--- config.mk ---
export PLATFORM = sky130hd
export DESIGN_NAME = psrf_front
export DESIGN_NICKNAME = d
export VERILOG_FILES = /design/src/rtl/psrf_pkg.sv /design/src/rtl/psrf_front.sv
export SDC_FILE = /design/constraint.sdc
export NUM_CORES = 1
export LEC_CHECK = 0
export BUFFER_PORTS_ARGS = -buffer_cell sky130_fd_sc_hd__buf_4
export CAP_MARGIN = 25
export CORE_AREA = 2 2 113 115
export CTS_CLUSTER_DIAMETER = 150
export DETAILED_ROUTE_END_ITERATION = 16
export DIE_AREA = 0 0 115 117
export PLACE_DENSITY = 0.75
export RECOVER_POWER = 50
export SYNTH_ARGS = -nofsm -noshare
export SYNTH_HDL_FRONTEND = slang
export SYNTH_SLANG_ARGS = --single-unit
--- constraint.sdc ---
create_clock -name clk -period 17.55 [get_ports clk]
set_clock_uncertainty 0.2 [all_clocks]
set_input_delay 0.8775 -clock clk [delete_from_list [all_inputs] [get_ports clk]]
set_output_delay 0.8775 -clock clk [all_outputs]
set_load 0.1 [all_outputs]
--- src/rtl/psrf_pkg.sv ---
`default_nettype none

package psrf_pkg;

  // Per-CPU state store.
  localparam int NUM_CPUS   = 64;
  localparam int CPU_ADDR_W = (NUM_CPUS > 1) ? $clog2(NUM_CPUS) : 1;

  // Field widths.
  localparam int CPU_W    = 6;
  localparam int TIME_W   = 64;
  localparam int CNT_W    = 64;
  localparam int WCOUNT_W = 32;
  localparam int FREQ_W   = 20;
  localparam int PCT_W    = 7;

  // Configuration port.
  localparam int CFG_IDX_W  = 2;
  localparam int CFG_DATA_W = FREQ_W;
  localparam logic [CFG_IDX_W-1:0] REG_SAMPLE_FREQ       = 2'd0;
  localparam logic [CFG_IDX_W-1:0] REG_PERCENT_THRESHOLD = 2'd1;

  // Required count: ceil(freq * pct / 100) = floor((freq * pct + 99) * R >> 32)
  // with R = ceil(2^32 / 100). The error term stays far below one step for
  // every product of the two register widths.
  localparam int PROD_W      = FREQ_W + PCT_W;
  localparam int RECIP_W     = 26;
  localparam int RECIP_SHIFT = 32;
  localparam int NEED_W      = PROD_W + RECIP_W - RECIP_SHIFT;
  localparam logic [PROD_W-1:0]  PCT_ROUND = PROD_W'(99);
  localparam logic [RECIP_W-1:0] RECIP_100 = RECIP_W'(42949673);

  localparam logic [TIME_W-1:0]   NS_PER_SECOND = TIME_W'(1000000000);
  localparam logic [WCOUNT_W-1:0] WCOUNT_MAX    = '1;

  // Result queue between the update stage and the output port.
  localparam int QUEUE_DEPTH = 4;
  localparam int QPTR_W      = (QUEUE_DEPTH > 1) ? $clog2(QUEUE_DEPTH) : 1;
  localparam int QCNT_W      = $clog2(QUEUE_DEPTH + 1);

  typedef struct packed {
    logic [CPU_W-1:0]  cpu_index;
    logic [TIME_W-1:0] time_ns;
    logic [CNT_W-1:0]  sample_counter;
  } sample_t;

  typedef struct packed {
    logic             report;
    logic [CNT_W-1:0] cycle_delta;
    logic [CPU_W-1:0] cpu_echo;
  } result_t;

  typedef struct packed {
    logic [CNT_W-1:0]    last_count;
    logic [TIME_W-1:0]   window_start;
    logic [WCOUNT_W-1:0] window_count;
  } state_t;

  localparam int STATE_W = $bits(state_t);

  // State lookup issued when a sample is accepted.
  typedef struct packed {
    logic                  valid;
    logic [CPU_ADDR_W-1:0] addr;
  } lookup_t;

  // Classified sample held in the front stage.
  typedef struct packed {
    logic    valid;
    logic    in_range;
    logic    thr_on;
    sample_t smp;
  } req_t;

  // State write from the update stage.
  typedef struct packed {
    logic                  en;
    logic [CPU_ADDR_W-1:0] addr;
    state_t                data;
  } wr_t;

endpackage

`default_nettype wire

--- src/rtl/psrf_front.sv ---
`default_nettype none

module psrf_front (
  input  wire logic                                clk,
  input  wire logic                                rst,
  input  wire logic                                sample_valid,
  output logic                                     sample_stall,
  input  wire psrf_pkg::sample_t                   sample,
  input  wire logic [psrf_pkg::PCT_W-1:0]          percent_threshold,
  input  wire logic                                hold,
  input  wire logic [psrf_pkg::QCNT_W-1:0]         q_count,
  output psrf_pkg::lookup_t                        lookup,
  output psrf_pkg::req_t                           req
);

  import psrf_pkg::*;

  logic [QCNT_W:0] committed;
  logic            accept;

  // Every sample in the front stage is sure to find a queue slot on the next edge.
  assign committed    = {1'b0, q_count} + (QCNT_W + 1)'(req.valid);
  assign sample_stall = hold || (committed >= (QCNT_W + 1)'(QUEUE_DEPTH));
  assign accept       = sample_valid && !sample_stall;

  assign lookup.valid = accept;
  assign lookup.addr  = sample.cpu_index[CPU_ADDR_W-1:0];

  always_ff @(posedge clk) begin
    if (rst) begin
      req.valid <= 1'b0;
    end else begin
      req.valid <= accept;
    end
    if (accept) begin
      req.in_range <= 32'(sample.cpu_index) < NUM_CPUS;
      req.thr_on   <= percent_threshold != '0;
      req.smp      <= sample;
    end
  end

endmodule

`default_nettype wire

==> flow_summary.yaml <==
clock_tree:
  cts_root_buffer: "clkbuf_16"
  cts_buffers: 17
  cts_buffer_depth: 2
  cts_sinks: 136
  clkTransAtPathRegs_ns: 0.05
  htree_levels: 4
  cts_tree: "yes"
  post_cts_buffers: 0
  holdBufCountCts: 0
  ctsResizeCount: 0
  clkLatencyLatePin_ns: 0.41
sta:
  period_share_pct: 18.12
  hold_slack_ns: 0.4308
  fmax_ghz: 0.3144
  setup_viol: 0
  finalSetupTns_ns: 0
  rsz0062_at_grt: "false"
  worstMarginPinSlew_ns: 1.236
  slew_viol_final: 0
  maxSlewHeadroom_pct: 17.97
  finalCriticalPeriod_ns: 3.180
  fin_ws_ns: 14.37
  final_hold_viol_count: 0
pwr:
  seqPwrFrac_pct: 46.1
  vdd_drop_max_v: 0.00006135
  p_sw_share_pct: 25.53
  internal-power_uw: 600.0
  p_clk_share_pct: 40.4
  power.leakage_nw: 2.643
  pwr-share-comb_pct: 13.6
  power.density_nw_per_um2: 119.1
  p_sw_uw: 205.7
yosys:
  synth-xor-area-share_pct: 0
  synth_compound_area_share_pct: 0.2394
  synth-simple-area-share_pct: 0.6884
  synth_warnings: 0
  synth_adder_area_share_pct: 0
  syn_area_sq_um: 4180
  synth_top_family_by_area: "buffers and inverters"
  syn_area_per_cell_sq_um: 27.50
  synth_nets: 300
  synth_cells: 152
  ys_seq_area_share_pct: 97.46
  yosysUniqueCellTypes: 11
  synth-seq-cells: 136
  muxShareOfSynthArea_pct: 0
place:
  hpwl_um: 7723
  routabilityCongestion: 0.7232
  port_buffers: 291
  dp_cells: 587
  pre_cts_slack_ns: 13.93
run:
  cap_violations: 0
critical_path:
  end_kind: "flip-flop"
  critPathMaxFanout: 70
  start_kind: "primary input"
  r2r_end: "req[56]$_DFFE_PP_"
  r2r_cells: 4
  rr_startpoint: "req[136]$_SDFF_PP0_"
  crit_required_ns: 17.38
  r2r_slack_ns: 14.59
  crit_type: "primary input to flip-flop"
  arrival_ns: 3.01
global_routing:
  grt_pass1_vias: 2694
  met1_usage_pct: 13.81
  antenna_found_initial: 0
  grt_max_degree: 71
  gr-usage-all-layers_pct: 14.56
  grt-busiest-layer: "met2"
  grt_util_met3_pct: 8.651
  met2_usage_pct: 25.29
  grt_pass1_wl_um: 13860
  grt_overflow: 0
routing:
  vias_per_cell: 4.303
  detail-route-antenna-nets: 0
  dr.pass1.iters: 4
  drt-total-wl_um: 10250
  drc: 0
  vias: 2659
  wire_per_inst_um: 16.58
  drtIter0Drc: 127
worst_hold_path:
  min_path_cells: 2
  min_from: "rst"
  min_path_type: "primary input to flip-flop"
  worstHoldEndpoint: "req[136]$_SDFF_PP0_"
finish:
  antenna_cells: 0
  final_nets: 604
  area_growth_pct: 61.90
  largest_register: "req"
  drive_gt1_share_pct: 52.35
  multi_input_area_sq_um: 45.04
  fin_cells: 618
  reg_top3: "req x136"
  largest_reg_flops: 136
  fillers: 1054
  regArea_sq_um: 4074
  fin_util_pct: 54.97
die:
  die_x_um: 115
  io_pins: 293
  coreArea_sq_um: 12310
  start_util_pct: 33.95
  die_h_um: 117
  num_rows: 41
  dieArea_sq_um: 13460
run_status:
  outcome: "finished clean"
-- final cells by class --
cell class,count,share of cell area (%)
repair buffers,293,28.29
clock inverters,12,1.627
flip-flops and latches,136,60.20
clock buffers,19,6.397
well taps,150,2.773
inverters,1,0.05546
multi-input cells,7,0.6656
-- metrics by stage --
step                      area [sq um]  total power, mW
after floorplan                   4180           0.4547
after global placement            6515           0.4926
after detailed placement          6515           0.4938
after CTS                         7058           0.8218
after global routing              6768           0.8323
final                             6768           0.8057
-- power groups by stage --
stage	clock network (mW)	logic, mW	registers (mW)
CTS	0.334	0.116	0.371
global placement	0	0.115	0.378
detailed placement	0	0.116	0.378
floorplan	0	0.0130	0.442
finish	0.325	0.109	0.371
global route	0.348	0.113	0.372
-- synth_stat cells --
master | instances | area share (%)
nor4_1 | 1 | 0.15
edfxtp_1 | 135 | 97
a311o_1 | 1 | 0.24
conb_1 | 1 | 0.090
dfxtp_1 | 1 | 0.48
nor3_1 | 1 | 0.12
nand2_1 | 1 | 0.090
buf_4 | 8 | 1.4
nor2_1 | 1 | 0.090
nor3_2 | 1 | 0.24
inv_1 | 1 | 0.090
-- logic make-up after synthesis --
family,count (synthesis)
other,1
AO/OA/AOI/OAI,1
AND/OR/NAND/NOR,5
buffers and inverters,9
flip-flops,136
-- cells in the final DEF, fill, tap and decap left out --
master / instances
a311o_1: 1
buf_4: 87
bufinv_16: 2
clkbuf_1: 78
clkbuf_16: 17
clkbuf_4: 130
clkinv_1: 2
clkinv_2: 7
clkinvlp_4: 1
conb_1: 1
dfxtp_1: 1
edfxtp_1: 135
inv_1: 1
nand2_1: 1
nor2_4: 1
nor3_1: 2
nor4_1: 1
-- metal layers --
layer  part of all wire, %  vias to the layer above
met3                    12                       18
met4                   1.8                        0
li1                      -                     1211
met5                     0                        -
met2                    53                      191
met1                    33                     1239
-- worst max-delay path, stage by stage --
cell and delay [ns]:
buf_4 0.10, a311o_1 0.38, nor2_4 0.11, buf_4 0.64, buf_4 0.80
-- worst max-delay path by stage --
| stage | from | endpoint | slack, ns |
|---|---|---|---|
| final | q_count[2] | req[56]$_DFFE_PP_ | 14.37 |
| after global routing | q_count[2] | req[34]$_DFFE_PP_ | 14.24 |
| after CTS | q_count[2] | req[57]$_DFFE_PP_ | 14.38 |
| after detailed placement | q_count[2] | req[0]$_DFFE_PP_ | 13.93 |
| after global placement | q_count[2] | req[64]$_DFFE_PP_ | 14.02 |
| after floorplan | q_count[2] | lookup[6] | 8.12 |
Note: power is estimated with default switching activity, not from simulation.
