==> src/rtl/psrf_pkg.sv <==
`default_nettype none

package psrf_pkg;

  // Per-CPU state store.
  localparam int NUM_CPUS   = 64;
  localparam int CPU_ADDR_W = (NUM_CPUS > 1) ? $clog2(NUM_CPUS) : 1;

  // Field widths.
  localparam int CPU_W    = 6;
  localparam int TIME_W   = 64;
  localparam int CNT_W    = 64;
  localparam int WCOUNT_W = 32;
  localparam int FREQ_W   = 20;
  localparam int PCT_W    = 7;

  // Configuration port.
  localparam int CFG_IDX_W  = 2;
  localparam int CFG_DATA_W = FREQ_W;
  localparam logic [CFG_IDX_W-1:0] REG_SAMPLE_FREQ       = 2'd0;
  localparam logic [CFG_IDX_W-1:0] REG_PERCENT_THRESHOLD = 2'd1;

  // Required count: ceil(freq * pct / 100) = floor((freq * pct + 99) * R >> 32)
  // with R = ceil(2^32 / 100). The error term stays far below one step for
  // every product of the two register widths.
  localparam int PROD_W      = FREQ_W + PCT_W;
  localparam int RECIP_W     = 26;
  localparam int RECIP_SHIFT = 32;
  localparam int NEED_W      = PROD_W + RECIP_W - RECIP_SHIFT;
  localparam logic [PROD_W-1:0]  PCT_ROUND = PROD_W'(99);
  localparam logic [RECIP_W-1:0] RECIP_100 = RECIP_W'(42949673);

  localparam logic [TIME_W-1:0]   NS_PER_SECOND = TIME_W'(1000000000);
  localparam logic [WCOUNT_W-1:0] WCOUNT_MAX    = '1;

  // Result queue between the update stage and the output port.
  localparam int QUEUE_DEPTH = 4;
  localparam int QPTR_W      = (QUEUE_DEPTH > 1) ? $clog2(QUEUE_DEPTH) : 1;
  localparam int QCNT_W      = $clog2(QUEUE_DEPTH + 1);

  typedef struct packed {
    logic [CPU_W-1:0]  cpu_index;
    logic [TIME_W-1:0] time_ns;
    logic [CNT_W-1:0]  sample_counter;
  } sample_t;

  typedef struct packed {
    logic             report;
    logic [CNT_W-1:0] cycle_delta;
    logic [CPU_W-1:0] cpu_echo;
  } result_t;

  typedef struct packed {
    logic [CNT_W-1:0]    last_count;
    logic [TIME_W-1:0]   window_start;
    logic [WCOUNT_W-1:0] window_count;
  } state_t;

  localparam int STATE_W = $bits(state_t);

  // State lookup issued when a sample is accepted.
  typedef struct packed {
    logic                  valid;
    logic [CPU_ADDR_W-1:0] addr;
  } lookup_t;

  // Classified sample held in the front stage.
  typedef struct packed {
    logic    valid;
    logic    in_range;
    logic    thr_on;
    sample_t smp;
  } req_t;

  // State write from the update stage.
  typedef struct packed {
    logic                  en;
    logic [CPU_ADDR_W-1:0] addr;
    state_t                data;
  } wr_t;

endpackage

`default_nettype wire

==> src/rtl/psrf_queue.sv <==
`default_nettype none

module psrf_queue (
  input  wire logic                         clk,
  input  wire logic                         rst,
  input  wire logic                         push,
  input  wire psrf_pkg::result_t            push_data,
  output logic [psrf_pkg::QCNT_W-1:0]       count,
  output logic                              result_valid,
  input  wire logic                         result_stall,
  output psrf_pkg::result_t                 result
);

  import psrf_pkg::*;

  result_t           entries [QUEUE_DEPTH];
  logic [QPTR_W-1:0] wr_ptr;
  logic [QPTR_W-1:0] rd_ptr;
  logic              pop;

  assign result_valid = count != '0;
  assign result       = entries[rd_ptr];
  assign pop          = result_valid && !result_stall;

  always_ff @(posedge clk) begin
    if (rst) begin
      wr_ptr <= '0;
      rd_ptr <= '0;
      count  <= '0;
    end else begin
      if (push) begin
        wr_ptr <= (wr_ptr == QPTR_W'(QUEUE_DEPTH - 1)) ? '0 : wr_ptr + 1'b1;
      end
      if (pop) begin
        rd_ptr <= (rd_ptr == QPTR_W'(QUEUE_DEPTH - 1)) ? '0 : rd_ptr + 1'b1;
      end
      if (push && !pop) begin
        count <= count + 1'b1;
      end else if (pop && !push) begin
        count <= count - 1'b1;
      end
    end
  end

  always_ff @(posedge clk) begin
    if (push) begin
      entries[wr_ptr] <= push_data;
    end
  end

endmodule

`default_nettype wire

==> config.mk <==
export PLATFORM = sky130hd
export DESIGN_NAME = psrf_queue
export DESIGN_NICKNAME = d
export VERILOG_FILES = /design/src/rtl/psrf_pkg.sv /design/src/rtl/psrf_queue.sv
export SDC_FILE = /design/constraint.sdc
export NUM_CORES = 1
export LEC_CHECK = 0
export BUFFER_PORTS_ARGS = -buffer_cell sky130_fd_sc_hd__buf_4
export CORE_ASPECT_RATIO = 1.25
export CORE_MARGIN = 3
export CORE_UTILIZATION = 34
export CTS_CLUSTER_DIAMETER = 100
export CTS_CLUSTER_SIZE = 30
export DETAILED_ROUTE_END_ITERATION = 6
export PLACE_DENSITY = 0.58
export SETUP_SLACK_MARGIN = 0.05
export SLEW_MARGIN = 10
export SYNTH_ARGS = -nofsm -noshare
export SYNTH_HDL_FRONTEND = slang
export SYNTH_SLANG_ARGS = --single-unit
==> constraint.sdc <==
create_clock -name clk -period 3.72 [get_ports clk]
set_clock_uncertainty 0.2 [all_clocks]
set_input_delay 0.372 -clock clk [delete_from_list [all_inputs] [get_ports clk]]
set_output_delay 0.372 -clock clk [all_outputs]
set_load 0.03 [all_outputs]
==> reports/qor.txt, run 1 <==
GRT Total Usage = 12.0%
clock period minus worst slack = 2.97 ns
FF+latch area = 0.00872 sq mm
setup TNS = 0 ns
Max Root-Sink Buffers = 3
synthesized instance count = 417
initial DRC count = 286
Req. time, crit path = 3.15 ns
Mapped Nets = 499
DP HPWL = 11.8 mm
Row Count = 72
r2r setup slk = 1.18 ns
first-pass GRT wire length = 31.1 mm
Synth top area share = 79.2%
via count of the first global-routing pass = 5500
power density over the cells = 563 mW/mm^2
grt met1 use = 15.2%
Via Count = 4952
antenna-violating nets left = 0
core area = 0.0311 sq mm
met3 Usage GRT = 2.37%
number of CTS-inserted buffers = 13
Max Slew Vio Count = 0
Netlist cell types = 23
CP arrival = 2.40 ns
share of cells above drive strength 1 = 37.5%
nets = 725
M2 GR Usage = 21.4%
utilization after layout = 43.0%
vias per inst = 4.69
cell taking the most area after synthesis = edfxtp_1
global placement routability congestion = 0.703
DIE AREA = 0.0339 sq mm
Multi-input gate area = 0.00186 sq mm
DRT Pass-1 Iters = 4
worst slew pin tran = 1.16 ns
Seq/Total Area, Yosys = 80.9%
Syn Area/Cell = 25.8 sq um
H-tree Lvls = 1
Synth Warn # = 0
hold crit path type = reg -> reg
WL per Instance = 19.2 um
RSZ-0062 raised after global routing = no
final hold viol count = 0
Die Width = 165 um
mapped cell area = 0.0108 sq mm
fmax = 0.337 GHz
Slew headroom = 22.8%
Clk pin slew, worst setup/hold paths = 0.10 ns
Worst Setup End Kind = output pin
largest net degree at the start of global routing = 72
CP Launch Type = flop
fillcell total = 2675
total design power = 7.52 mW
die extent in y = 205 um
flops & latches, synth = 293
Critical Path Fanout Max = 28
number of max-cap violations = 0
clk_lat worst skew = 0.50 ns
kind of critical path = reg -> out
dominant cells by area after synthesis = edfxtp_1, mux4_2, dfxtp_1, buf_12, ha_1
detailed-route DRC error count = 0
TritonCTS clock tree = done
setup violators final = 0
maximum vdd drop = 0.460 mV
initial core utilization = 34.6%
root buf cell = clkbuf_16
Congestion Overflow GR = 0
Routed Wire Length = 20.3 mm
port bufs = 149
Leakage Power = 4.42 nW
initial antenna violation count = 2
num ports = 150
clock sink total = 293
GRT busiest layer = met2
Area Growth Syn to Fin = 24.1%
status = finished, final reports clean
Tcrit/Tclk final = 79.8%
## flip-flops by register name, summed over array words and instances (netlist names), named ones only
name	flops
count	3
rd_ptr	2
entries	284
wr_ptr	2
## stage by stage
stage,worst slack [ns],instances,hold slack (ns),cell area [sq um]
floorplan,0.872,417,0.241,10800
global placement,1.21,960,0.267,12200
detailed placement,1.19,960,0.294,12200
CTS,0.605,1055,0.317,13400
global route,0.517,1056,0.331,13400
finish,0.751,1056,0.319,13400
## cell usage after synthesis
cell type,number
a21oi_1,4
and2_1,4
buf_1,1
buf_12,7
buf_2,7
buf_6,1
dfxtp_1,9
edfxtp_1,284
fa_1,1
ha_1,6
inv_1,5
mux2i_1,2
mux4_1,1
mux4_2,70
nand2b_1,1
nand3b_1,1
nor2_1,4
nor3_1,1
nor3b_1,1
o21ai_0,3
or3_1,1
or4_1,1
xor2_1,2
## power by group
part	leakage (nW)	switching, mW	internal, mW
Sequential	2.68	0.133	3.78
Combinational	1.56	1.10	0.916
Clock	0.175	0.925	0.667
Total	4.42	2.16	5.36
## area by class of cell
cell class	count	area share, %
inverter	5	0.140
timing repair buffer	227	14.2
clock inverter	2	0.131
antenna	1	0.0187
sequential	293	65.2
clock buffer	18	2.58
multi-input combinational	103	13.9
tap	407	3.81
## worst max-delay path, cell delays in order (launching register included)
cell and delay, ns:
dfxtp_4 0.53, buf_4 0.52, mux4_1 0.65, buf_4 0.19
## cells in the final DEF, fill, tap and decap left out, types with 2 or more instances in the layout
master,Yosys,layout
dfxtp_1,9,7
a21oi_1,4,4
dfxtp_4,0,2
mux2i_1,2,2
inv_1,5,5
o21ai_0,3,3
mux4_2,70,70
edfxtp_1,284,284
clkbuf_16,0,13
xor2_1,2,2
buf_4,0,152
ha_1,6,6
dlygate4sd3_1,0,75
inv_6,0,2
clkbuf_1,0,5
nor2_1,4,4
and2_4,0,4
## cells by family (layout without fill, tap and decap cells)
logic type	Yosys count	in the layout	share of synthesized area, %
AOI/OAI and AO/OA	7	7	0.325
xor gates and xnor gates	2	2	0.163
adders and majority gates	7	7	0.883
buffers and inverters	21	252	1.94
DFF	293	293	80.9
muxes	73	73	15.1
other	0	1	0
and+or+nand+nor	14	14	0.744
## path summary, 6_finish.rpt
check	startpoint	end	depth (start not counted)
setup reg to reg	count[0]	count[2]	9
hold / removal	rd_ptr[0]	flop	2
hold reg to reg	rd_ptr[0]	flop	2
setup / recovery	flop	result[66]	3
## routing by layer
metal | share of wire, % | routed length [um]
met1 | 40 | 8170
met3 | 4.8 | 985
met4 | 1.2 | 246
met2 | 54 | 10900
met5 | 0.064 | 13
## timing repair
action                                 in CTS  in global routing
resized for setup                           0                  0
hold buffers                               75                  0
endpoints found under the hold margin     293                  0
setup buffers                               0                  0
Power figures use the tool's default switching activity.
==> run 2, diff against run 1 <==
- ABC_AREA: not set -> 1
- clock period: 3.72 -> 3 ns (I/O delays scaled with it)
==> reports/qor.txt, run 2 <==
max FFs per register = 284
number of synthesized flops with an enable pin = 284
global placement routability congestion = 0.722
num ports = 150
Post-synth ARST share = 0%
worst r2r src = wr_ptr[0]
Slew headroom = 27.2%
Seq/Total Area, Yosys = 79.1%
slowest CP cell = buf_12
port bufs = 149
Hold Path Stages = 3
Syn Area/Cell = 14.6 sq um
fillcell total = 2888
setup TNS = 0 ns
Largest stage delay, worst path = 0.43 ns
Synth top area share = 77.5%
TritonCTS clock tree = done
WP buf/inv = 2
Area Growth Syn to Fin = 24.3%
fmax = 0.374 GHz
root buf cell = clkbuf_16
power density over the cells = 746 mW/mm^2
maximum vdd drop = 0.402 mV
utilization after layout = 42.9%
share of cells above drive strength 1 = 19.6%
dominant cells by area after synthesis = edfxtp_1, o21ai_0, nor2_1, o22ai_1, dfxtp_1
Switch Pwr = 3.48 mW
sw frac = 34.1%
H-tree Lvls = 1
Req. time, crit path = 2.50 ns
antenna-violating nets left = 0
Congestion Overflow GR = 0
initial core utilization = 34.5%
CP arrival = 2.17 ns
top cells by count, synth = edfxtp_1, nor2_1, o21ai_0
mapped cell area = 0.0110 sq mm
synthesized instance count = 752
Max Root-Sink Buffers = 3
first-pass GRT wire length = 37.6 mm
number of CTS-inserted buffers = 13
DP HPWL = 14.0 mm
clock period minus worst slack = 2.67 ns
die extent in y = 207 um
clock sink total = 293
largest net degree at the start of global routing = 143
kind of critical path = reg -> out
Mapped Nets = 834
share of power burned in registers = 46.6%
hold crit path type = in -> reg
WL per Instance = 17.7 um
DIE AREA = 0.0346 sq mm
clock network power share = 20.3%
Netlist cell types = 23
cell taking the most area after synthesis = edfxtp_1
commonest non-fill, non-tap cell in the layout = edfxtp_1
Via Count = 6705
dominant synthesized flop cell = edfxtp_1
most common cell in the netlist = edfxtp_1
initial antenna violation count = 2
clk_lat worst skew = 0.49 ns
CP Launch Type = flop
most frequent cells in the layout = edfxtp_1, buf_4, nor2_1, o21ai_0, dlygate4sd3_1
Routed Wire Length = 24.5 mm
Leakage Power = 4.76 nW
detailed-route DRC error count = 0
Inst Count DP = 1283
post-CTS setup buffer count = 0
r2r setup slk = 0.79 ns
Critical Path Fanout Max = 142
Row Count = 73
nets = 1042
final hold viol count = 0
RSZ-0062 raised after global routing = no
vias per inst = 4.87
Worst Setup End Kind = output pin
worst flop-to-flop path endpoint = entries[2][55]
Tcrit/Tclk final = 89.2%
Most flops, register = entries
Hold Startpoint = rst
via count of the first global-routing pass = 6802
initial DRC count = 477
DRT Pass-1 Iters = 4
setup violators final = 0
flops & latches, synth = 293
worst slew pin tran = 1.09 ns
Synth Warn # = 0
power share of the combinational group = 33.1%
critical path cell sequence = buf_12 > o21ai_0 > o22ai_1 > buf_4
Clk pin slew, worst setup/hold paths = 0.10 ns
worst reg-to-reg path cell count = 5
core area = 0.0319 sq mm
GRT Total Usage = 13.6%
Non-Filler Instances = 1378
CP top delay family = buffers and inverters
status = finished, final reports clean
total design power = 10.2 mW
Max Slew Vio Count = 0
Pint = 6.72 mW
Die Width = 167 um
Min-Delay Endpoint = wr_ptr[0]
number of max-cap violations = 0
biggest regs = entries: 284 flops, count: 3 flops
## run 2: changes by cell type in the layout (fill, tap and decap cells not counted), sizes merged, moves of 8 or more
cell	previous run	this run
buf	152	165
inv	7	15
mux4	71	0
nand2	0	13
nor2	4	151
o21ai	3	145
o22ai	0	71
## run 2: layout make-up
type	instances	area, sq um	area share [%]
Tap cell	412	515	3.77
Antenna cell	1	2.50	0.0183
Multi-Input combinational cell	395	1920	14.1
Clock buffer	17	340	2.49
Sequential cell	293	8710	63.7
Clock inverter	3	43.8	0.320
Inverter	18	77.6	0.567
Timing Repair Buffer	239	2070	15.1
## run 2: how the worst max path moves through the flow
stage          startpoint              to  cells after the start
4_1_cts              flop      result[18]                      4
2_1_floorplan   wr_ptr[0]   entries[3][0]                      3
3_5_place_dp    wr_ptr[0]  entries[3][53]                      4
3_3_place_gp    wr_ptr[0]  entries[2][48]                      5
5_1_grt              flop      result[28]                      5
6_report             flop      result[63]                      4
## run 2: logic make-up after synthesis
kind of cell | Yosys count | share of synthesized area, %
buffers and inverters | 64 | 3.40
AOI/OAI and AO/OA | 220 | 10.8
DFF | 293 | 79.1
adders and majority gates | 7 | 0.864
and+or+nand+nor | 168 | 5.81
## run 2: power groups by stage
stage          clock [mW]  combinational [mW]  sequential, mW
6_report             2.07                3.38            4.76
5_1_grt              2.28                3.67            4.77
4_1_cts              2.16                3.45            4.76
3_5_place_dp            0                3.36            4.85
3_3_place_gp            0                3.34            4.85
2_1_floorplan           0                2.11            4.87
## run 2: per-stage QoR
| step | hold slack, ns | cell area (sq um) | setup WS [ns] |
|---|---|---|---|
| after floorplan | 0.172 | 11000 | 0.407 |
| after global placement | 0.288 | 12600 | 0.767 |
| after detailed placement | 0.285 | 12600 | 0.811 |
| after CTS | 0.293 | 13700 | 0.322 |
| after global routing | 0.314 | 13700 | 0.177 |
| final | 0.313 | 13700 | 0.325 |
## run 2: per-layer routing
metal / wire (um) / GRT usage [%]
met1: 10800 / 18.3
met2: 12000 / 23.1
met3: 1010 / 1.93
met4: 562 / 4.18
met5: 14 / 0
## run 2: tightest hold or removal path, delay by kind of cell
| family | cells | cell delay, ns |
|---|---|---|
| and+or+nand+nor | 1 | 0.04 |
| buffers and inverters | 2 | 0.63 |
## run 2: timing repair
action	4_1_cts	5_1_grt
endpoints found under the setup margin	0	0
hold buffers	74	0
resized for setup	0	0
endpoints found under the hold margin	293	0
