[src/rtl/psrf_ram.sv]
`default_nettype none

module psrf_ram #(
  parameter int WIDTH = 8,
  parameter int DEPTH = 16,
  parameter int ADDR_W = (DEPTH > 1) ? $clog2(DEPTH) : 1
) (
  input  wire logic              clk,
  input  wire logic              we,
  input  wire logic [ADDR_W-1:0] waddr,
  input  wire logic [WIDTH-1:0]  wdata,
  input  wire logic              re,
  input  wire logic [ADDR_W-1:0] raddr,
  output logic      [WIDTH-1:0]  rdata
);

  logic [WIDTH-1:0] mem [DEPTH];

  always_ff @(posedge clk) begin
    if (we) begin
      mem[waddr] <= wdata;
    end
    if (re) begin
      rdata <= mem[raddr];
    end
  end

endmodule

`default_nettype wire

[config.mk]
export PLATFORM = sky130hd
export DESIGN_NAME = psrf_ram
export DESIGN_NICKNAME = d
export VERILOG_FILES = /design/src/rtl/psrf_ram.sv
export SDC_FILE = /design/constraint.sdc
export NUM_CORES = 1
export LEC_CHECK = 0
export BUFFER_PORTS_ARGS = -buffer_cell sky130_fd_sc_hd__clkbuf_2
export CAP_MARGIN = 20
export CORE_MARGIN = 4
export CORE_UTILIZATION = 32
export CTS_CLUSTER_SIZE = 40
export DETAILED_ROUTE_END_ITERATION = 12
export PLACE_DENSITY = 0.53
export SYNTH_ARGS = -nofsm -noshare
export SYNTH_HDL_FRONTEND = slang
export SYNTH_SLANG_ARGS = --single-unit
[constraint.sdc]
create_clock -name clk -period 2.1 [get_ports clk]
set_clock_uncertainty 0.2 [all_clocks]
set_input_delay 0.105 -clock clk [delete_from_list [all_inputs] [get_ports clk]]
set_output_delay 0.105 -clock clk [all_outputs]
set_load 0.005 [all_outputs]
==> results of run 1 <==
==> cells in the mapped netlist <==
master | number | area share
nand3b_1 | 2 | 0.0029
mux4_1 | 14 | 0.070
nor2_1 | 13 | 0.0093
a22oi_1 | 16 | 0.023
nand3_1 | 1 | 0.00096
mux4_2 | 18 | 0.078
edfxtp_1 | 136 | 0.78
nand2_1 | 9 | 0.0065
or3b_2 | 1 | 0.0017
clkdlybuf4s25_2 | 3 | 0.0057
buf_2 | 3 | 0.0029
buf_4 | 1 | 0.0014
buf_6 | 3 | 0.0065
nand2b_1 | 2 | 0.0024
and2_1 | 1 | 0.0012
and2b_1 | 1 | 0.0014
nor2b_1 | 1 | 0.0012
nor3_1 | 4 | 0.0038
==> layout by cell type (no fill, tap or decap) <==
cell type and n:
edfxtp_1 136, clkbuf_2 26, buf_4 22, mux4_2 18, clkbuf_16 17, a22oi_1 16, mux4_1 14, nor2_1 13
nand2_1 9, dlygate4sd3_1 9, clkinv_1 6, clkbuf_1 5, nor3_1 4, buf_12 3, nand3b_1 2, nand2b_1 2
nor2b_1 1, and2_1 1, and2b_1 1, nand3_1 1, or3b_2 1, bufinv_16 1, clkinv_2 1
==> metal layers <==
metal / GRT usage / wire (um) / vias up
met1: 0.1747 / 4825 / 1329
met2: 0.1894 / 5002 / 74
met5: 0 / 0 / -
li1: - / - / 1115
met4: 0.05711 / 192 / 0
met3: 0.04848 / 839 / 17
==> worst max-delay path, stage by stage (launching register included) <==
cell and delay [ns]:
edfxtp_1 0.35, mux4_1 0.51, a22oi_1 0.35, nand2_1 0.09
==> worst max-delay path by stage <==
stage | start | endpoint | slack, ns | cells after the start
2_1_floorplan | waddr[2] | mem[0][0] | 0.30 | 2
3_3_place_gp | raddr[0] | rdata[4] | 0.15 | 5
3_5_place_dp | raddr[0] | rdata[4] | 0.13 | 5
4_1_cts | mem[9][4] | rdata[4] | 0.31 | 3
5_1_grt | mem[9][4] | rdata[4] | 0.20 | 3
6_report | mem[9][4] | rdata[4] | 0.34 | 3
==> sequential cells by signal (all words and copies together) (netlist names) <==
register,flops
mem,128
rdata,8
==> logic make-up (layout without fill, tap and decap cells) <==
logic type / Yosys count / count (layout) / synth area share
flops: 136 / 136 / 0.7812
simple gates: 35 / 35 / 0.03136
mux: 32 / 32 / 0.1479
compound gates: 16 / 16 / 0.02298
buf+inv: 10 / 90 / 0.01651
==> power by group <==
group	total, W	internal, W	switching (W)
clock network	0.00257	0.00158	0.000989
registers	0.00308	0.00306	0.0000167
logic	0.000303	0.000137	0.000166
==> stage by stage <==
stage	hold slack (ns)	instance area [sq um]	cells
final	0.07511	6359	525
after global routing	0.08233	6359	525
after CTS	0.04888	6359	525
after detailed placement	0.3166	5767	486
after global placement	0.3078	5767	486
after floorplan	0.003869	5228	229
==> final cells by class <==
cell class / instances / area (sq um)
Fill cell: 1432 / 9584
Clock buffer: 22 / 444.2
Multi-Input combinational cell: 83 / 1057
Sequential cell: 136 / 4084
Clock inverter: 8 / 57.56
Timing Repair Buffer: 60 / 445.4
Tap cell: 216 / 270.3
==> repair_timing <==
action	in CTS	in global routing
hold buffers	9	0
setup buffers	0	0
endpoints found under the setup margin	0	0
endpoints found under the hold margin	136	0
==> impl_results.md, run 1 <==
* Max-slew headroom at 0.7231
* R2R depth at 3
* Max VDD drop at 560.5 uV
* First-pass GRT wire length at 16.59 mm
* Reg2reg start: mem[9][4]
* Worst-path clk slew at 0.05 ns
* I/O pin cnt at 27
* CTS sink cnt at 136
* Vias at 2535
* Area grow syn2layout at 21.64%
* CTS resizes at 0
* Worst R2R End: rdata[4]
* CTS H-tree lvls at 4
* CTS buffer count at 17
* Tot Pwr at 0.005951 W
* Slew Limit Fails at 0
* Clock latency on the worst-skew pair at 0.42 ns
* DR WL/cell at 20.68 um
* Die ar. at 18440 sq um
* Fmax achieved at 567.8 MHz
* Min-Delay Endpoint: mem[4][6]
* Startpoint Class: flip-flop
* CTS tree: built
* Root buf cell: clkbuf_16
* Antenna-violating nets left at 0
* Worst-Margin Slew at 0.4154 ns
* Endpoint class of the critical path: flip-flop
* Gr usage total at 0.1299
* Yosys cell types at 18
* Antenna diodes at 0
* Mapped cell area at 5228 sq um
* P per Cell Area at 936.0 nW/um^2
* Die Wd at 135.8 um
* Total Nets Final at 317
* Status: complete, no violations
* Static leakage at 2.141 nW
* Setup CP Type: flip-flop to flip-flop
* Final HPWL DP at 7.017 mm
* Number of global-route vias before repair at 2721
* CTS Buffer Depth at 2
* Finish-stage setup viols at 0
* Yosys reg bits at 136
* Grt ovf at 0
* Placer Congestion at 0.6901
* Syn Nets at 248
* Avg Cell Area, Syn at 22.83 sq um
* Worst endpoint required time at 2.05 ns
* Critical path arrival at 1.71 ns
* Hold path depth at 3
* Share of cells above drive strength 1 at 0.2880
* Die Ht at 135.8 um
* Seq/Total Area, Yosys at 0.7812
* Drt drc at 0
* Cells after Synth at 229
* Hold Fails Final Rpt at 0
* Avg Vias per Cell at 4.829
* Largest net degree at the start of global routing at 33
* Final Cycle Share at 0.8387
* # rows at 46
* Hold Crit Start: waddr[0]
* Crit Path Max Fanout at 1
* Initial Util at 0.3279
* Final WS setup at 0.3387 ns
* Utilization after layout at 0.3988
* Minimum clock period at 1.761 ns
* RSZ-0062 raised after global routing: false
* Core ar. at 15940 sq um
* Port bufs at 26
* Synthesis Warnings at 0
* Pre-CTS setup slack at 0.1344 ns
* Fin Setup TNS at 0 ns
* Type of the worst min-delay path: input pin to flip-flop
* Routed WL at 10.86 mm
* DRT iter0 DRCs at 213
* DR pass1 iterations at 4
* Initial antenna violation count at 0
* Max_cap viols at 0
* R2R setup slack at 0.34 ns
(Power assumes the default switching activity.)
==> inputs of run 2 (changes only) <==
PLACE_DENSITY = 0.55   (was 0.53)
clock period = 1.45 ns   (was 2.1 ns; I/O delays follow)
==> impl_results.md, run 2 (synthesis results as in run 1) <==
* Final Cycle Share at 1.103 (+0.2645)
* Fmax achieved at 625.2 MHz (+10%)
* Share of cells above drive strength 1 at 0.3942 (+0.1062)
* Die Wd at 135.8 um (unchanged)
* Placer Congestion at 0.6950 (+0.71%)
* Postcts setup bufs at 0 (unchanged)
* Worst endpoint required time at 1.40 ns (-0.65 ns)
* Number of global-route vias before repair at 2655 (-2.4%)
* Failing checks: negative setup slack
* RSZ-0062 raised after global routing: true
* Status: complete, but fails checks
* Hold WS at 0.05912 ns (-0.01598 ns)
* Type of the worst min-delay path: input pin to flip-flop
* Drt drc at 0 (unchanged)
* CTS Buffer Depth at 2 (unchanged)
* Grt ovf at 0 (unchanged)
* Vias at 2489 (-1.8%)
* Area grow syn2layout at 24.41%
* DR WL/cell at 19.47 um (-5.9%)
* DR pass1 iterations at 4 (unchanged)
* First-pass GRT wire length at 16.17 mm (-2.6%)
* Initial Util at 0.3279 (unchanged)
* Largest register FFs at 128 (unchanged)
* P per Cell Area at 1459 nW/um^2 (+56%)
* Largest net degree at the start of global routing at 17 (-48%)
* Antenna diodes at 0 (unchanged)
* Initial antenna violation count at 0 (unchanged)
* # rows at 46 (unchanged)
* Worst R2R End: rdata[0]
* CTS H-tree lvls at 4 (unchanged)
* Setup CP Type: flip-flop to flip-flop
* Fin Setup TNS at -0.9963 ns (-0.9963 ns)
* Most frequent cells in the layout: edfxtp_1 (136), mux4_2 (32), clkbuf_2 (26), buf_4 (22), clkbuf_16 (17)
* Avg Vias per Cell at 4.714 (-2.4%)
* Hold Fails Final Rpt at 0 (unchanged)
* Top Registers: mem x128, rdata x8
* Gr usage total at 0.1230 (-0.006880)
* Core ar. at 15940 sq um (unchanged)
* Most common cell after layout, fill and taps aside: edfxtp_1
* Endpoint class of the critical path: flip-flop
* Clock latency on the worst-skew pair at 0.41 ns (about the same)
* Final HPWL DP at 6.804 mm (-3.0%)
* Critical Path Source: mem[3][0]
* DRT iter0 DRCs at 243 (+14%)
* Die Ht at 135.8 um (unchanged)
* Critical path arrival at 1.55 ns (-0.16 ns)
* Root buf cell: clkbuf_16
* R2R depth at 3 (unchanged)
* Max VDD drop at 934.3 uV (+67%)
* Static leakage at 2.157 nW (+0.76%)
* Final WS setup at -0.1496 ns (-0.4883 ns)
* Port bufs at 26 (unchanged)
* Crit path capture: rdata[0]
* Biggest register: mem
* Minimum clock period at 1.600 ns (-0.1617 ns)
* Antenna-violating nets left at 0 (unchanged)
* Total Nets Final at 318 (+0.32%)
* Max-slew headroom at 0.3961 (-0.3270)
* Die ar. at 18440 sq um (unchanged)
* R2R setup slack at -0.15 ns (-0.49 ns)
* I/O pin cnt at 27 (unchanged)
* Worst-Margin Slew at 0.9025 ns (+0.4871 ns)
* CTS sink cnt at 136 (unchanged)
* Slew Limit Fails at 0 (unchanged)
* Startpoint Class: flip-flop
* Routed WL at 10.28 mm (-5.3%)
* CTS buffer count at 17 (unchanged)
* Reg2reg start: mem[3][0]
* CTS tree: built
* Crit Path Max Fanout at 1 (unchanged)
* Max_cap viols at 0 (unchanged)
* Worst-path clk slew at 0.06 ns (about the same)
* Finish-stage setup viols at 8 (+8)
-- run 2: worst max-delay path, stage by stage, from the launching register on --
cell and delay [ns]:
edfxtp_1 0.36, mux4_2 0.49, a22oi_2 0.20, nand2_1 0.10
-- run 2: layer usage --
layer / GRT usage / wire, um / up-vias
met5: 0 / 0 / -
met4: 0.04983 / 210 / 0
met3: 0.03812 / 412 / 20
met2: 0.1773 / 4697 / 55
met1: 0.1743 / 4961 / 1306
li1: - / - / 1108
-- run 2: worst min-delay path by stage --
stage	startpoint	end	slack (ns)	depth (start not counted)
5_1_grt	waddr[0]	mem[8][5]	0.06	3
4_1_cts	waddr[0]	mem[4][4]	0.05	3
3_3_place_gp	rdata[3]	rdata[3]	0.27	1
6_report	waddr[0]	mem[4][7]	0.06	3
2_1_floorplan	wdata[0]	mem[0][0]	-0.03	0
3_5_place_dp	rdata[0]	rdata[0]	0.28	1
-- run 2: where the power goes --
part	switching, W	internal (W)	total, W
registers	0.0000259	0.00443	0.00446
clock network	0.00154	0.00303	0.00457
logic	0.000246	0.000217	0.000463
total	0.00181	0.00768	0.00949
-- run 2: timing repair --
item	4_1_cts	5_1_grt
endpoints found under the hold margin	136	0
endpoints found under the setup margin	8	8
gates resized for setup	6	0
pin swaps	2	2
hold buffers	9	0
-- run 2: area by class of cell --
class / count / area (sq um)
multi-input combinational: 83 / 1050
sequential: 136 / 4084
clock buffer: 18 / 429.2
clock inverter: 14 / 205.2
timing repair buffer: 61 / 465.4
tap: 216 / 270.3
fill: 1416 / 9439
-- run 2: metrics by stage --
| step | instances | setup WS, ns | util | power [W] | instance area, sq um |
|---|---|---|---|---|---|
| after floorplan | 229 | -0.08865 | - | 0.004775 | 5224 |
| after global placement | 487 | -0.4615 | 0.3606 | 0.004974 | 5749 |
| after detailed placement | 487 | -0.4467 | 0.3606 | 0.004982 | 5749 |
| after CTS | 528 | -0.1671 | 0.4079 | 0.009578 | 6504 |
| after global routing | 528 | -0.2003 | 0.4079 | 0.009831 | 6504 |
| final | 528 | -0.1496 | 0.4079 | 0.009488 | 6504 |
==> inputs of run 3 (changes only) <==
TNS_END_PERCENT = 1   (was not set)
==> impl_results.md, run 3 (synthesis results as in run 1) <==
* Status: complete, but fails checks
* Failing checks: negative setup slack
* Vias at 2547 (+2.3%)
* Root buf cell: clkbuf_16
* CTS sink cnt at 136 (unchanged)
* Final HPWL DP at 6.854 mm (+0.73%)
* Finish-stage setup viols at 8 (unchanged)
* Fmax achieved at 619.7 MHz (-0.87%)
* Most common cell after layout, fill and taps aside: edfxtp_1
* P per Cell Area at 1401 nW/um^2 (-4.0%)
* CTS Buffer Depth at 2 (unchanged)
* Die Wd at 135.8 um (unchanged)
* Biggest register: mem
* Fillers at 1421 (+0.35%)
* Met1 Use GR at 0.1675 (-0.006855)
* RSZ-0062 raised after global routing: true
* GR Util met3 at 0.04404 (+0.005922)
* Worst-Margin Slew at 0.9372 ns (+0.03472 ns)
* CTS buffer count at 17 (unchanged)
* Tot Pwr at 0.009131 W (-3.8%)
* Number of global-route vias before repair at 2674 (+0.72%)
* FF+latch area at 4084 sq um (unchanged)
* CTS H-tree lvls at 4 (unchanged)
* CTS tree: built
* Minimum clock period at 1.614 ns (+0.01408 ns)
* M2 GR Usage at 0.1897 (+0.01244)
* Die ar. at 18440 sq um (unchanged)
* Largest register FFs at 128 (unchanged)
* DR WL/cell at 19.96 um (+2.5%)
* Drt drc at 0 (unchanged)
* Endpoint class of the critical path: flip-flop
* GRT busiest layer: met2
* Flop pwr share at 0.488 (+0.018)
* Initial antenna violation count at 0 (unchanged)
* Type of the worst min-delay path: input pin to flip-flop
* Worst endpoint required time at 1.41 ns (about the same)
* P_sw at 0.001805 W (-0.28%)
* Hold Fails Final Rpt at 0 (unchanged)
* Combinational share of power at 0.054 (+0.005)
* Core ar. at 15940 sq um (unchanged)
* Final Cycle Share at 1.113 (+0.009713)
* DRT iter0 DRCs at 203 (-16%)
* Largest net degree at the start of global routing at 25 (+8)
* Area grow syn2layout at 24.70%
* Setup CP Type: flip-flop to flip-flop
* Initial Util at 0.3279 (unchanged)
* Antenna-violating nets left at 0 (unchanged)
* Area of the multi-input gates at 1090 sq um (+3.8%)
* Slew Limit Fails at 0 (unchanged)
* Die Ht at 135.8 um (unchanged)
* Crit Path Max Fanout at 1 (unchanged)
* Worst-path clk slew at 0.06 ns (about the same)
* DR pass1 iterations at 4 (unchanged)
* Share of cells above drive strength 1 at 0.4138 (+0.01956)
* Antenna diodes at 0 (unchanged)
* Placer Congestion at 0.7134 (+2.6%)
* Gr usage total at 0.1251 (+0.002026)
* Max VDD drop at 864.8 uV (-7.4%)
* Final WS setup at -0.1637 ns (-0.01408 ns)
* Static leakage at 2.167 nW (+0.46%)
* Top Registers: mem x128, rdata x8
* Max_cap viols at 0 (unchanged)
* Postcts setup bufs at 0 (unchanged)
* I/O pin cnt at 27 (unchanged)
* # rows at 46 (unchanged)
* Sw Ratio at 0.1977 (+0.006919)
* Clock power share at 0.458 (-0.023)
* Pre-CTS setup slack at -0.4747 ns (-0.02801 ns)
* Startpoint Class: flip-flop
* Total Nets Final at 325 (+2.2%)
* Grt ovf at 0 (unchanged)
* Internal power at 0.007325 W (-4.6%)
* Clock latency on the worst-skew pair at 0.42 ns (about the same)
* Routed WL at 10.68 mm (+3.9%)
* Max-slew headroom at 0.3729 (-0.02323)
* Avg Vias per Cell at 4.761 (+0.99%)
* Most frequent cells in the layout: edfxtp_1 (136), mux4_2 (30), buf_4 (30), clkbuf_2 (26), clkbuf_16 (17)
* First-pass GRT wire length at 16.21 mm (+0.26%)
* Hold WS at 0.04111 ns (-0.01801 ns)
* Port bufs at 26 (unchanged)
* Critical path arrival at 1.57 ns (+0.02 ns)
[run 3: area by class of cell]
type,count,share of cell area
flip-flops and latches,136,0.6265
multi-input cells,83,0.1672
repair buffers,68,0.07754
clock buffers,20,0.06699
well taps,216,0.04146
clock inverters,12,0.02035
[run 3: per-stage QoR]
step / cells / utilization / setup TNS [ns] / instance area (sq um)
after floorplan: 229 / - / -3.466 / 5218
after global placement: 494 / 0.3642 / -5.322 / 5806
after detailed placement: 494 / 0.3642 / -6.031 / 5806
after CTS: 535 / 0.4088 / -1.129 / 6518
after global routing: 535 / 0.4089 / -1.352 / 6519
final: 535 / 0.4089 / -1.002 / 6519
[run 3: worst paths after layout]
check | slack (ns) | cells after the start | startpoint | endpoint
worst max-delay path | -0.16 | 3 | mem[10][0] | rdata[0]
worst min register to register | 0.54 | 3 | mem[14][4] | rdata[4]
worst min-delay path | 0.04 | 3 | waddr[1] | mem[0][0]
worst max register to register | -0.16 | 3 | mem[10][0] | rdata[0]
[run 3: what timing repair did]
action,in CTS,in global routing
endpoints found under the setup margin,8,8
endpoints found under the hold margin,136,0
hold buffers,9,0
pin swaps,7,4
resized for setup,15,6
[run 3: routing by layer]
metal  wire [um]  vias up
met5           0        -
met4         138        0
met3         536       11
met2        5099       51
met1        4906     1362
li1            -     1123
[run 3: critical path, stage by stage, from the launching register on]
cell	delay [ns]
edfxtp_1	0.37
mux4_2	0.49
a22oi_2	0.20
nand2_2	0.10
[run 3: power groups by stage]
stage               combinational (W)  clock, W  sequential, W
global placement             0.000445         0        0.00453
floorplan                    0.000232         0        0.00453
detailed placement           0.000455         0        0.00454
finish                       0.000495   0.00418        0.00445
CTS                          0.000501   0.00425        0.00446
global route                 0.000538   0.00444        0.00446
