--- src/rtl/psrf_pkg.sv ---
`default_nettype none

package psrf_pkg;

  // Per-CPU state store.
  localparam int NUM_CPUS   = 64;
  localparam int CPU_ADDR_W = (NUM_CPUS > 1) ? $clog2(NUM_CPUS) : 1;

  // Field widths.
  localparam int CPU_W    = 6;
  localparam int TIME_W   = 64;
  localparam int CNT_W    = 64;
  localparam int WCOUNT_W = 32;
  localparam int FREQ_W   = 20;
  localparam int PCT_W    = 7;

  // Configuration port.
  localparam int CFG_IDX_W  = 2;
  localparam int CFG_DATA_W = FREQ_W;
  localparam logic [CFG_IDX_W-1:0] REG_SAMPLE_FREQ       = 2'd0;
  localparam logic [CFG_IDX_W-1:0] REG_PERCENT_THRESHOLD = 2'd1;

  // Required count: ceil(freq * pct / 100) = floor((freq * pct + 99) * R >> 32)
  // with R = ceil(2^32 / 100). The error term stays far below one step for
  // every product of the two register widths.
  localparam int PROD_W      = FREQ_W + PCT_W;
  localparam int RECIP_W     = 26;
  localparam int RECIP_SHIFT = 32;
  localparam int NEED_W      = PROD_W + RECIP_W - RECIP_SHIFT;
  localparam logic [PROD_W-1:0]  PCT_ROUND = PROD_W'(99);
  localparam logic [RECIP_W-1:0] RECIP_100 = RECIP_W'(42949673);

  localparam logic [TIME_W-1:0]   NS_PER_SECOND = TIME_W'(1000000000);
  localparam logic [WCOUNT_W-1:0] WCOUNT_MAX    = '1;

  // Result queue between the update stage and the output port.
  localparam int QUEUE_DEPTH = 4;
  localparam int QPTR_W      = (QUEUE_DEPTH > 1) ? $clog2(QUEUE_DEPTH) : 1;
  localparam int QCNT_W      = $clog2(QUEUE_DEPTH + 1);

  typedef struct packed {
    logic [CPU_W-1:0]  cpu_index;
    logic [TIME_W-1:0] time_ns;
    logic [CNT_W-1:0]  sample_counter;
  } sample_t;

  typedef struct packed {
    logic             report;
    logic [CNT_W-1:0] cycle_delta;
    logic [CPU_W-1:0] cpu_echo;
  } result_t;

  typedef struct packed {
    logic [CNT_W-1:0]    last_count;
    logic [TIME_W-1:0]   window_start;
    logic [WCOUNT_W-1:0] window_count;
  } state_t;

  localparam int STATE_W = $bits(state_t);

  // State lookup issued when a sample is accepted.
  typedef struct packed {
    logic                  valid;
    logic [CPU_ADDR_W-1:0] addr;
  } lookup_t;

  // Classified sample held in the front stage.
  typedef struct packed {
    logic    valid;
    logic    in_range;
    logic    thr_on;
    sample_t smp;
  } req_t;

  // State write from the update stage.
  typedef struct packed {
    logic                  en;
    logic [CPU_ADDR_W-1:0] addr;
    state_t                data;
  } wr_t;

endpackage

`default_nettype wire

--- src/rtl/psrf_update.sv ---
`default_nettype none

module psrf_update (
  input  wire logic                              clk,
  input  wire logic                              rst,
  input  wire psrf_pkg::lookup_t                 lookup,
  input  wire psrf_pkg::req_t                    req,
  input  wire psrf_pkg::state_t                  rd_state,
  input  wire logic [psrf_pkg::NEED_W-1:0]       need,
  output psrf_pkg::wr_t                          wr,
  output logic                                   push,
  output psrf_pkg::result_t                      push_data
);

  import psrf_pkg::*;

  logic [NUM_CPUS-1:0] ent_valid;
  logic                rd_valid;
  logic                fwd;
  state_t              fwd_state;
  state_t              cur;
  state_t              upd;
  logic [CNT_W:0]      cnt_diff;
  logic                rise;
  logic [TIME_W-1:0]   elapsed;
  logic                expired;
  logic [WCOUNT_W-1:0] n_inc;
  logic                report;

  // The store read for a sample overlaps the write of the sample just ahead
  // of it; when both hit the same CPU the written state is forwarded.
  always_ff @(posedge clk) begin
    if (lookup.valid) begin
      rd_valid  <= ent_valid[lookup.addr];
      fwd       <= wr.en && (wr.addr == lookup.addr);
      fwd_state <= wr.data;
    end
  end

  always_ff @(posedge clk) begin
    if (rst) begin
      ent_valid <= '0;
    end else if (wr.en) begin
      ent_valid[wr.addr] <= 1'b1;
    end
  end

  always_comb begin
    if (fwd) begin
      cur = fwd_state;
    end else if (rd_valid) begin
      cur = rd_state;
    end else begin
      cur = '0;
    end
  end

  assign cnt_diff = {1'b0, req.smp.sample_counter} - {1'b0, cur.last_count};
  assign rise     = !cnt_diff[CNT_W] && (cnt_diff[CNT_W-1:0] != '0);
  assign elapsed  = req.smp.time_ns - cur.window_start;
  assign expired  = elapsed >= NS_PER_SECOND;
  assign n_inc    = (cur.window_count == WCOUNT_MAX) ? cur.window_count
                                                     : cur.window_count + 1'b1;

  always_comb begin
    upd.last_count   = rise ? req.smp.sample_counter : cur.last_count;
    upd.window_start = cur.window_start;
    upd.window_count = cur.window_count;
    report           = 1'b1;
    if (req.thr_on) begin
      if (expired) begin
        upd.window_start = req.smp.time_ns;
        upd.window_count = WCOUNT_W'(1);
        report           = 1'b0;
      end else begin
        upd.window_count = n_inc;
        report           = n_inc >= WCOUNT_W'(need);
      end
    end
  end

  assign wr.en   = req.valid && req.in_range;
  assign wr.addr = req.smp.cpu_index[CPU_ADDR_W-1:0];
  assign wr.data = upd;

  assign push                  = req.valid;
  assign push_data.report      = req.in_range && report;
  assign push_data.cycle_delta = (req.in_range && rise) ? cnt_diff[CNT_W-1:0] : '0;
  assign push_data.cpu_echo    = req.smp.cpu_index;

endmodule

`default_nettype wire

--- config.mk ---
export PLATFORM = sky130hd
export DESIGN_NAME = psrf_update
export DESIGN_NICKNAME = d
export VERILOG_FILES = /design/src/rtl/psrf_pkg.sv /design/src/rtl/psrf_update.sv
export SDC_FILE = /design/constraint.sdc
export NUM_CORES = 1
export LEC_CHECK = 0
export BUFFER_PORTS_ARGS = -buffer_cell sky130_fd_sc_hd__buf_2
export CAP_MARGIN = 20
export CORE_ASPECT_RATIO = 0.7
export CORE_MARGIN = 4
export CORE_UTILIZATION = 43
export CTS_CLUSTER_DIAMETER = 40
export DETAILED_ROUTE_END_ITERATION = 7
export PLACE_DENSITY = 0.77
export SETUP_SLACK_MARGIN = 0.05
export SYNTH_ARGS = -nofsm -noshare
export SYNTH_HDL_FRONTEND = slang
export SYNTH_SLANG_ARGS = --single-unit
--- constraint.sdc ---
create_clock -name clk -period 22.6 [get_ports clk]
set_input_delay 4.52 -clock clk [delete_from_list [all_inputs] [get_ports clk]]
set_output_delay 4.52 -clock clk [all_outputs]
set_load 0.01 [all_outputs]
==> run_results.csv, run 1 <==
group,metric,value,unit
global_route,grt_max_degree,145,
power_and_ir_drop,p_comb_frac,0.405,
clock_network,cts-resized-gates,0,
power_and_ir_drop,power,1.72,mW
detailed_routing,antenna_left,0,
clock_network,cts_setup_buffers,0,
die,die_w,284,um
synth,ys.flop_type,"edfxtp_1",
die,ioPinCount,566,
detailed_routing,vias,24241,
setup_path,crit_path_start_kind,"input port",
detailed_routing,first_pass_iters,6,
clock_network,htree_levels,2,
detailed_routing,drt_wl_total,85800,um
place,dp.cells,3877,
die,die_h,201,um
power_and_ir_drop,ir_worst_vdd,68.3,uV
synth,syn_area_per_cell,8.22,sq um
layout,final.fill_count,4989,
clock_network,clk_latency,0.55,ns
detailed_routing,wl_per_cell,21.7,um
flow_run,max_cap_violations,0,
power_and_ir_drop,clkPwrFrac,0.311,
outcome,status,"completed",
synth,synth_top_area_share,0.213,
worst_hold_path,hold_class,"register to register",
detailed_routing,drc,0,
clock_network,cts_sinks,226,
sta,rsz0062_at_grt,"no",
setup_path,end_kind,"output port",
clock_network,root_buffer,"clkbuf_16",
power_and_ir_drop,power.switching,0.671,mW
clock_network,cts-buffers-inserted,35,
die,initial_core_util,0.437,
layout,design_area,27100,sq um
global_route,grt_remaining_overflow,0,
layout,nets,3700,
power_and_ir_drop,p_leak,12.0,nW
global_route,grt_pass1_wl,131000,um
sta,worst_hold_slack,0.465,ns
power_and_ir_drop,switching_share,0.391,
setup_path,arrival,10.80,ns
synth,synth.distinct_cells,100,
synth,synthArstFlopShare,0,
synth,synth_edf_count,162,
die,core_area,52400,sq um
die,fp-row-count,70,
sta,tightest_slew,1.09,ns
setup_path,required,18.08,ns
place,portBuffers,565,
die,design.die.area,57000,sq um
synth,synth_area_leaders,"edfxtp_1 21%, ha_1 7.7%, dfxtp_1 5.6%",
global_route,track_usage,0.283,
clock_network,path_clk_slew,0.06,ns
sta,relSlewSlack,0.271,
place,placed_area,25900,sq um
clock_network,ctsHoldBuffers,0,
synth,syn_nets,3250,
layout,multi_input_area,15200,sq um
sta,hold_violations,0,
sta,setup_viol,0,
synth,yosysSeqAreaShare,0.269,
sta,fmax,65.3,MHz
setup_path,critPathMaxFanout,45,
sta,period_needed,15.32,ns
global_route,antenna_found_initial,13,
synth,syn_inst,2781,
layout,area_delta_synth_final,18.5,%
global_route,grt_pass1_vias,22802,
sta,skew,0.0319,ns
layout,stdcell_count,3954,
synth,ys_warn_count,0,
detailed_routing,viasPerCell,6.13,
synth,synth_top_area_cell,"edfxtp_1",
sta,fin_crit_sh,0.678,
power_and_ir_drop,p_seq_frac,0.283,
clock_network,clockBufferDepth,3,
synth,ys_ff_latch,226,
sta,maxSlewViolCount,0,
power_and_ir_drop,powerDensity,63.3,nW/um^2
layout,seq_area,6150,sq um
layout,drive_gt1_frac,0.219,
clock_network,cts_tree,"yes",
place,hpwl,68600,um
power_and_ir_drop,p_int,1.04,mW
place,place.gp.congestion,1.01,
synth,syn-cell-area,22900,sq um
sta,fin_setup_tns,0,ns
detailed_routing,drt-initial-drc-count,2532,
setup_path,path_class,"input port to output port",
## registers in the layout, summed over array words and instances (netlist names)
| signal | flops |
|---|---|
| ent_valid | 64 |
| fwd | 1 |
| fwd_state | 160 |
| rd_valid | 1 |
## power by group through the flow
stage	clock [mW]	combinational, mW	sequential, mW
after global routing	0.559	0.750	0.488
after floorplan	0	0.447	0.492
final	0.534	0.696	0.486
after detailed placement	0	0.674	0.495
after global placement	0	0.674	0.494
after CTS	0.543	0.679	0.486
## logic make-up (layout without fill, tap and decap cells)
kind of cell | after synthesis | in the layout | share of synthesized area
AOI/OAI and AO/OA | 845 | 845 | 0.251
buffers and inverters | 354 | 830 | 0.0659
and+or+nand+nor | 918 | 918 | 0.201
DFF | 226 | 226 | 0.269
other | 0 | 13 | 0
adders and majority gates | 145 | 145 | 0.0796
muxes | 164 | 164 | 0.0841
xor gates and xnor gates | 129 | 129 | 0.0494
## critical path, cell delays in order
cell       delay [ns]
buf_2            0.10
a22oi_1          0.28
ha_1             0.29
nor2b_1          0.12
o21ai_0          0.39
nor2_1           0.10
o31ai_1          0.80
o211ai_1         0.33
a21oi_1          0.45
o21bai_1         0.18
a2111oi_0        0.64
nand4_1          0.24
a2111oi_4        0.31
buf_4            0.28
a21o_4           0.39
buf_4            0.70
mux2_1           0.41
buf_2            0.15
## metrics by stage
stage | utilization | setup slack [ns]
finish | 0.517 | 7.28
global route | 0.517 | 6.92
CTS | 0.516 | 7.41
detailed placement | 0.495 | 7.42
global placement | 0.495 | 7.55
floorplan | - | 9.34
## cells in the mapped netlist (11+ instances only)
master,instances
a21oi_1,232
and3_1,32
mux2i_1,128
nand4_1,64
o21bai_1,20
nand4b_1,11
nor4_1,20
a22oi_1,134
nor2b_1,24
xor2_1,44
nor2_1,276
o31ai_1,17
xnor2_1,85
a211oi_1,13
buf_4,15
edfxtp_1,162
ha_1,140
nand2b_1,23
or3_1,15
mux4_2,21
nand2_1,225
nand3b_1,12
dfxtp_1,64
o21a_1,27
a21o_1,68
and2_1,29
o22ai_1,21
o21ai_0,111
a221oi_1,11
or2_2,12
inv_1,186
and3b_1,14
o211ai_1,25
clkbuf_1,123
nand3_1,53
nor3_1,53
a31oi_1,28
a21boi_0,13
## metal layers
layer	vias up	GRT usage	share of wire
li1	11310	-	-
met1	11418	0.379	0.41
met2	1349	0.450	0.45
met3	162	0.0721	0.11
met4	2	0.0887	0.030
met5	-	0	0.00015
## worst paths after layout
check,start,endpoint,slack (ns),cells after the start
setup / recovery,rd_state[33],wr[32],7.28,18
hold reg to reg,ent_valid[30],ent_valid[30],0.47,2
setup reg to reg,fwd,fwd_state[43],14.30,19
hold / removal,ent_valid[30],ent_valid[30],0.47,2
## cell type report
type / count / area share
Multi-Input combinational cell: 2201 / 0.562
Timing Repair Buffer: 581 / 0.110
Inverter: 186 / 0.0258
Clock buffer: 44 / 0.0347
Antenna cell: 13 / 0.00120
Sequential cell: 226 / 0.227
Clock inverter: 19 / 0.00757
Tap cell: 684 / 0.0316
## placed cells by master, fill, tap and decap left out, drive strengths merged, types with 31 or more instances in the layout
| cell type | netlist | routed |
|---|---|---|
| edfxtp | 162 | 162 |
| nor3 | 56 | 56 |
| nand4 | 64 | 64 |
| buf | 45 | 581 |
| nand3 | 53 | 53 |
| a22oi | 134 | 134 |
| nand2 | 226 | 226 |
| clkbuf | 123 | 44 |
| nor2 | 276 | 276 |
| ha | 140 | 140 |
| inv | 186 | 192 |
| xor2 | 44 | 44 |
| and2 | 31 | 31 |
| o21ai | 118 | 118 |
| dfxtp | 64 | 64 |
| and3 | 33 | 33 |
| a21o | 69 | 69 |
| xnor2 | 85 | 85 |
| a21oi | 233 | 233 |
| mux2i | 128 | 128 |
Power figures use the tool's default switching activity.
==> run 2, diff against run 1 <==
--- a/config.mk
+++ b/config.mk
@@ -12,7 +12,7 @@
 export CORE_UTILIZATION = 43
 export CTS_CLUSTER_DIAMETER = 40
 export DETAILED_ROUTE_END_ITERATION = 7
-export PLACE_DENSITY = 0.77
+export PLACE_DENSITY = 0.79
 export SETUP_SLACK_MARGIN = 0.05
 export SYNTH_ARGS = -nofsm -noshare
 export SYNTH_HDL_FRONTEND = slang
==> constraint.sdc (replaced) <==
create_clock -name clk -period 12.7 [get_ports clk]
set_input_delay 2.54 -clock clk [delete_from_list [all_inputs] [get_ports clk]]
set_output_delay 2.54 -clock clk [all_outputs]
set_load 0.01 [all_outputs]
==> run 2 against run 1 <==
Against the previous run:
- wire length grew 1.1%
- total power increased by 85%
- die area did not move
- register-to-register slack worse by 9.7 ns
- clock skew is 0.026 ns higher
- clock power up 99%
- non-clock buffer count increased by 1
- via count increased by 1.5%
- first-iteration DRC count rose by 2.3%
- worst hold slack got worse by 0.0020 ns
- setup slack worse by 5.9 ns
- flip-flop and latch count unchanged
- critical endpoint is now wr[86]
- largest power group unchanged
==> run_results.csv, run 2 (synthesis gave the netlist of run 1 again) <==
group,metric,value,unit
clock_network,cts_setup_buffers,0,
sta,fmax,88.2,MHz
power_and_ir_drop,ir_worst_vdd,122,uV
place,hpwl,67800,um
detailed_routing,first_pass_iters,6,
layout,layout_commonest_cell,"buf_2",
detailed_routing,wl_per_cell,21.9,um
global_route,grt_pass1_vias,23319,
die,initial_core_util,0.437,
sta,relSlewSlack,0.210,
layout,drive_gt1_frac,0.221,
setup_path,crit_chain,"buf_2, a22oi_1, ha_1, nor2b_1, o21ai_0, nor2_1, o31ai_1, o211ai_1, a21oi_1, o21bai_1, a2111oi_0, nand4_1, a2111oi_4, buf_4, a21o_4, buf_4, mux2i_1, buf_2",
layout,reg_top3,"fwd_state (160), ent_valid (64)",
sta,fin_setup_tns,0,ns
clock_network,cts_tree,"yes",
clock_network,clk_latency,0.59,ns
setup_path,slowest_stage,"a21o_4",
layout,largest_register_ffs,160,
layout,area_delta_synth_final,19.3,%
detailed_routing,antenna_left,0,
setup_path,path_class,"input port to output port",
setup_path,cpPeakStageDelay,0.75,ns
die,fp-row-count,70,
die,ioPinCount,566,
die,design.die.area,57000,sq um
clock_network,ctsHoldBuffers,0,
sta,rsz0062_at_grt,"no",
clock_network,htree_levels,2,
layout,design_area,27300,sq um
clock_network,clockBufferDepth,3,
layout,regMostFlops,"fwd_state",
outcome,status,"completed",
layout,seq_area,6150,sq um
sta,maxSlewViolCount,0,
detailed_routing,drt_wl_total,86700,um
detailed_routing,viasPerCell,6.21,
sta,tightest_slew,1.18,ns
setup_path,required,10.16,ns
global_route,grt_remaining_overflow,0,
global_route,grt_max_degree,150,
detailed_routing,vias,24608,
power_and_ir_drop,p_leak,12.1,nW
clock_network,path_clk_slew,0.06,ns
die,core_area,52400,sq um
place,place.gp.congestion,1.03,
global_route,track_usage,0.284,
layout,final.fill_count,4944,
sta,period_needed,11.34,ns
clock_network,cts-resized-gates,0,
sta,fin_crit_sh,0.893,
detailed_routing,drc,0,
sta,setup_viol,0,
setup_path,end_kind,"output port",
clock_network,cts-buffers-inserted,38,
setup_path,critPathMaxFanout,51,
power_and_ir_drop,powerDensity,116,nW/um^2
place,portBuffers,565,
die,die_h,201,um
worst_hold_path,hold_class,"register to register",
place,placed_area,25900,sq um
sta,skew,0.0579,ns
global_route,grt_pass1_wl,132000,um
clock_network,cts_sinks,226,
clock_network,root_buffer,"clkbuf_16",
layout,final_cell_mix,"564 x buf_2, 276 x nor2_1, 232 x a21oi_1",
die,die_w,284,um
setup_path,arrival,8.80,ns
sta,hold_violations,0,
detailed_routing,drt-initial-drc-count,2590,
layout,nets,3704,
global_route,antenna_found_initial,15,
layout,multi_input_area,15200,sq um
flow_run,max_cap_violations,0,
setup_path,crit_path_start_kind,"input port",
==> run 2: cell types whose count changed in the layout (fill, tap and decap cells not counted) <==
cell,before,now
clkbuf_16,35,38
clkinv_4,2,3
inv_6,3,8
diode_2,13,16
clkbuf_8,3,1
clkbuf_1,6,3
clkinv_8,1,0
bufinv_16,1,2
inv_16,0,1
clkinv_1,1,3
clkinvlp_4,5,4
buf_12,2,3
clkinv_16,1,2
==> run 2: per-layer routing <==
| metal | vias to the layer above | GRT usage | routed length, um |
|---|---|---|---|
| met3 | 203 | 0.0657 | 8960 |
| met1 | 11688 | 0.375 | 35500 |
| met4 | 0 | 0.0936 | 2770 |
| met2 | 1395 | 0.462 | 39500 |
| li1 | 11322 | - | - |
| met5 | - | 0 | 0 |
==> run 2: path summary, 6_finish.rpt <==
kind         cells past startpoint  slack [ns]          start             to
min                              2        0.46  ent_valid[30]  ent_valid[30]
min reg2reg                      2        0.46  ent_valid[30]  ent_valid[30]
max                             18        1.36   rd_state[33]         wr[86]
max reg2reg                     21        4.59       rd_valid  fwd_state[86]
==> run 2: critical path, delay by kind of cell <==
family,cells,cell delay (ns)
compound gates,9,4.15
fa+ha+maj,1,0.29
mux,1,0.31
buf+inv,4,1.00
simple gates,3,0.47
==> run 2: power by group <==
part           internal [mW]  switching, mW
combinational          0.450          0.789
sequential             0.850         0.0150
clock                  0.620          0.444
==> run 2: area by class of cell <==
cell class,count,share of cell area
antenna,16,0.00147
multi-input combinational,2201,0.559
tap,684,0.0314
clock buffer,42,0.0358
inverter,186,0.0256
timing repair buffer,582,0.110
sequential,226,0.225
clock inverter,28,0.0118
==> run 2: stage by stage <==
stage	hold WS, ns	worst slack [ns]	std cells	power, mW	utilization
after detailed placement	0.452	1.50	3878	2.08	0.495
final	0.463	1.36	3965	3.17	0.521
after global placement	0.443	1.61	3878	2.07	0.495
after global routing	0.483	0.910	3961	3.32	0.521
after floorplan	0.431	3.40	2781	1.67	-
after CTS	0.466	1.45	3948	3.16	0.520
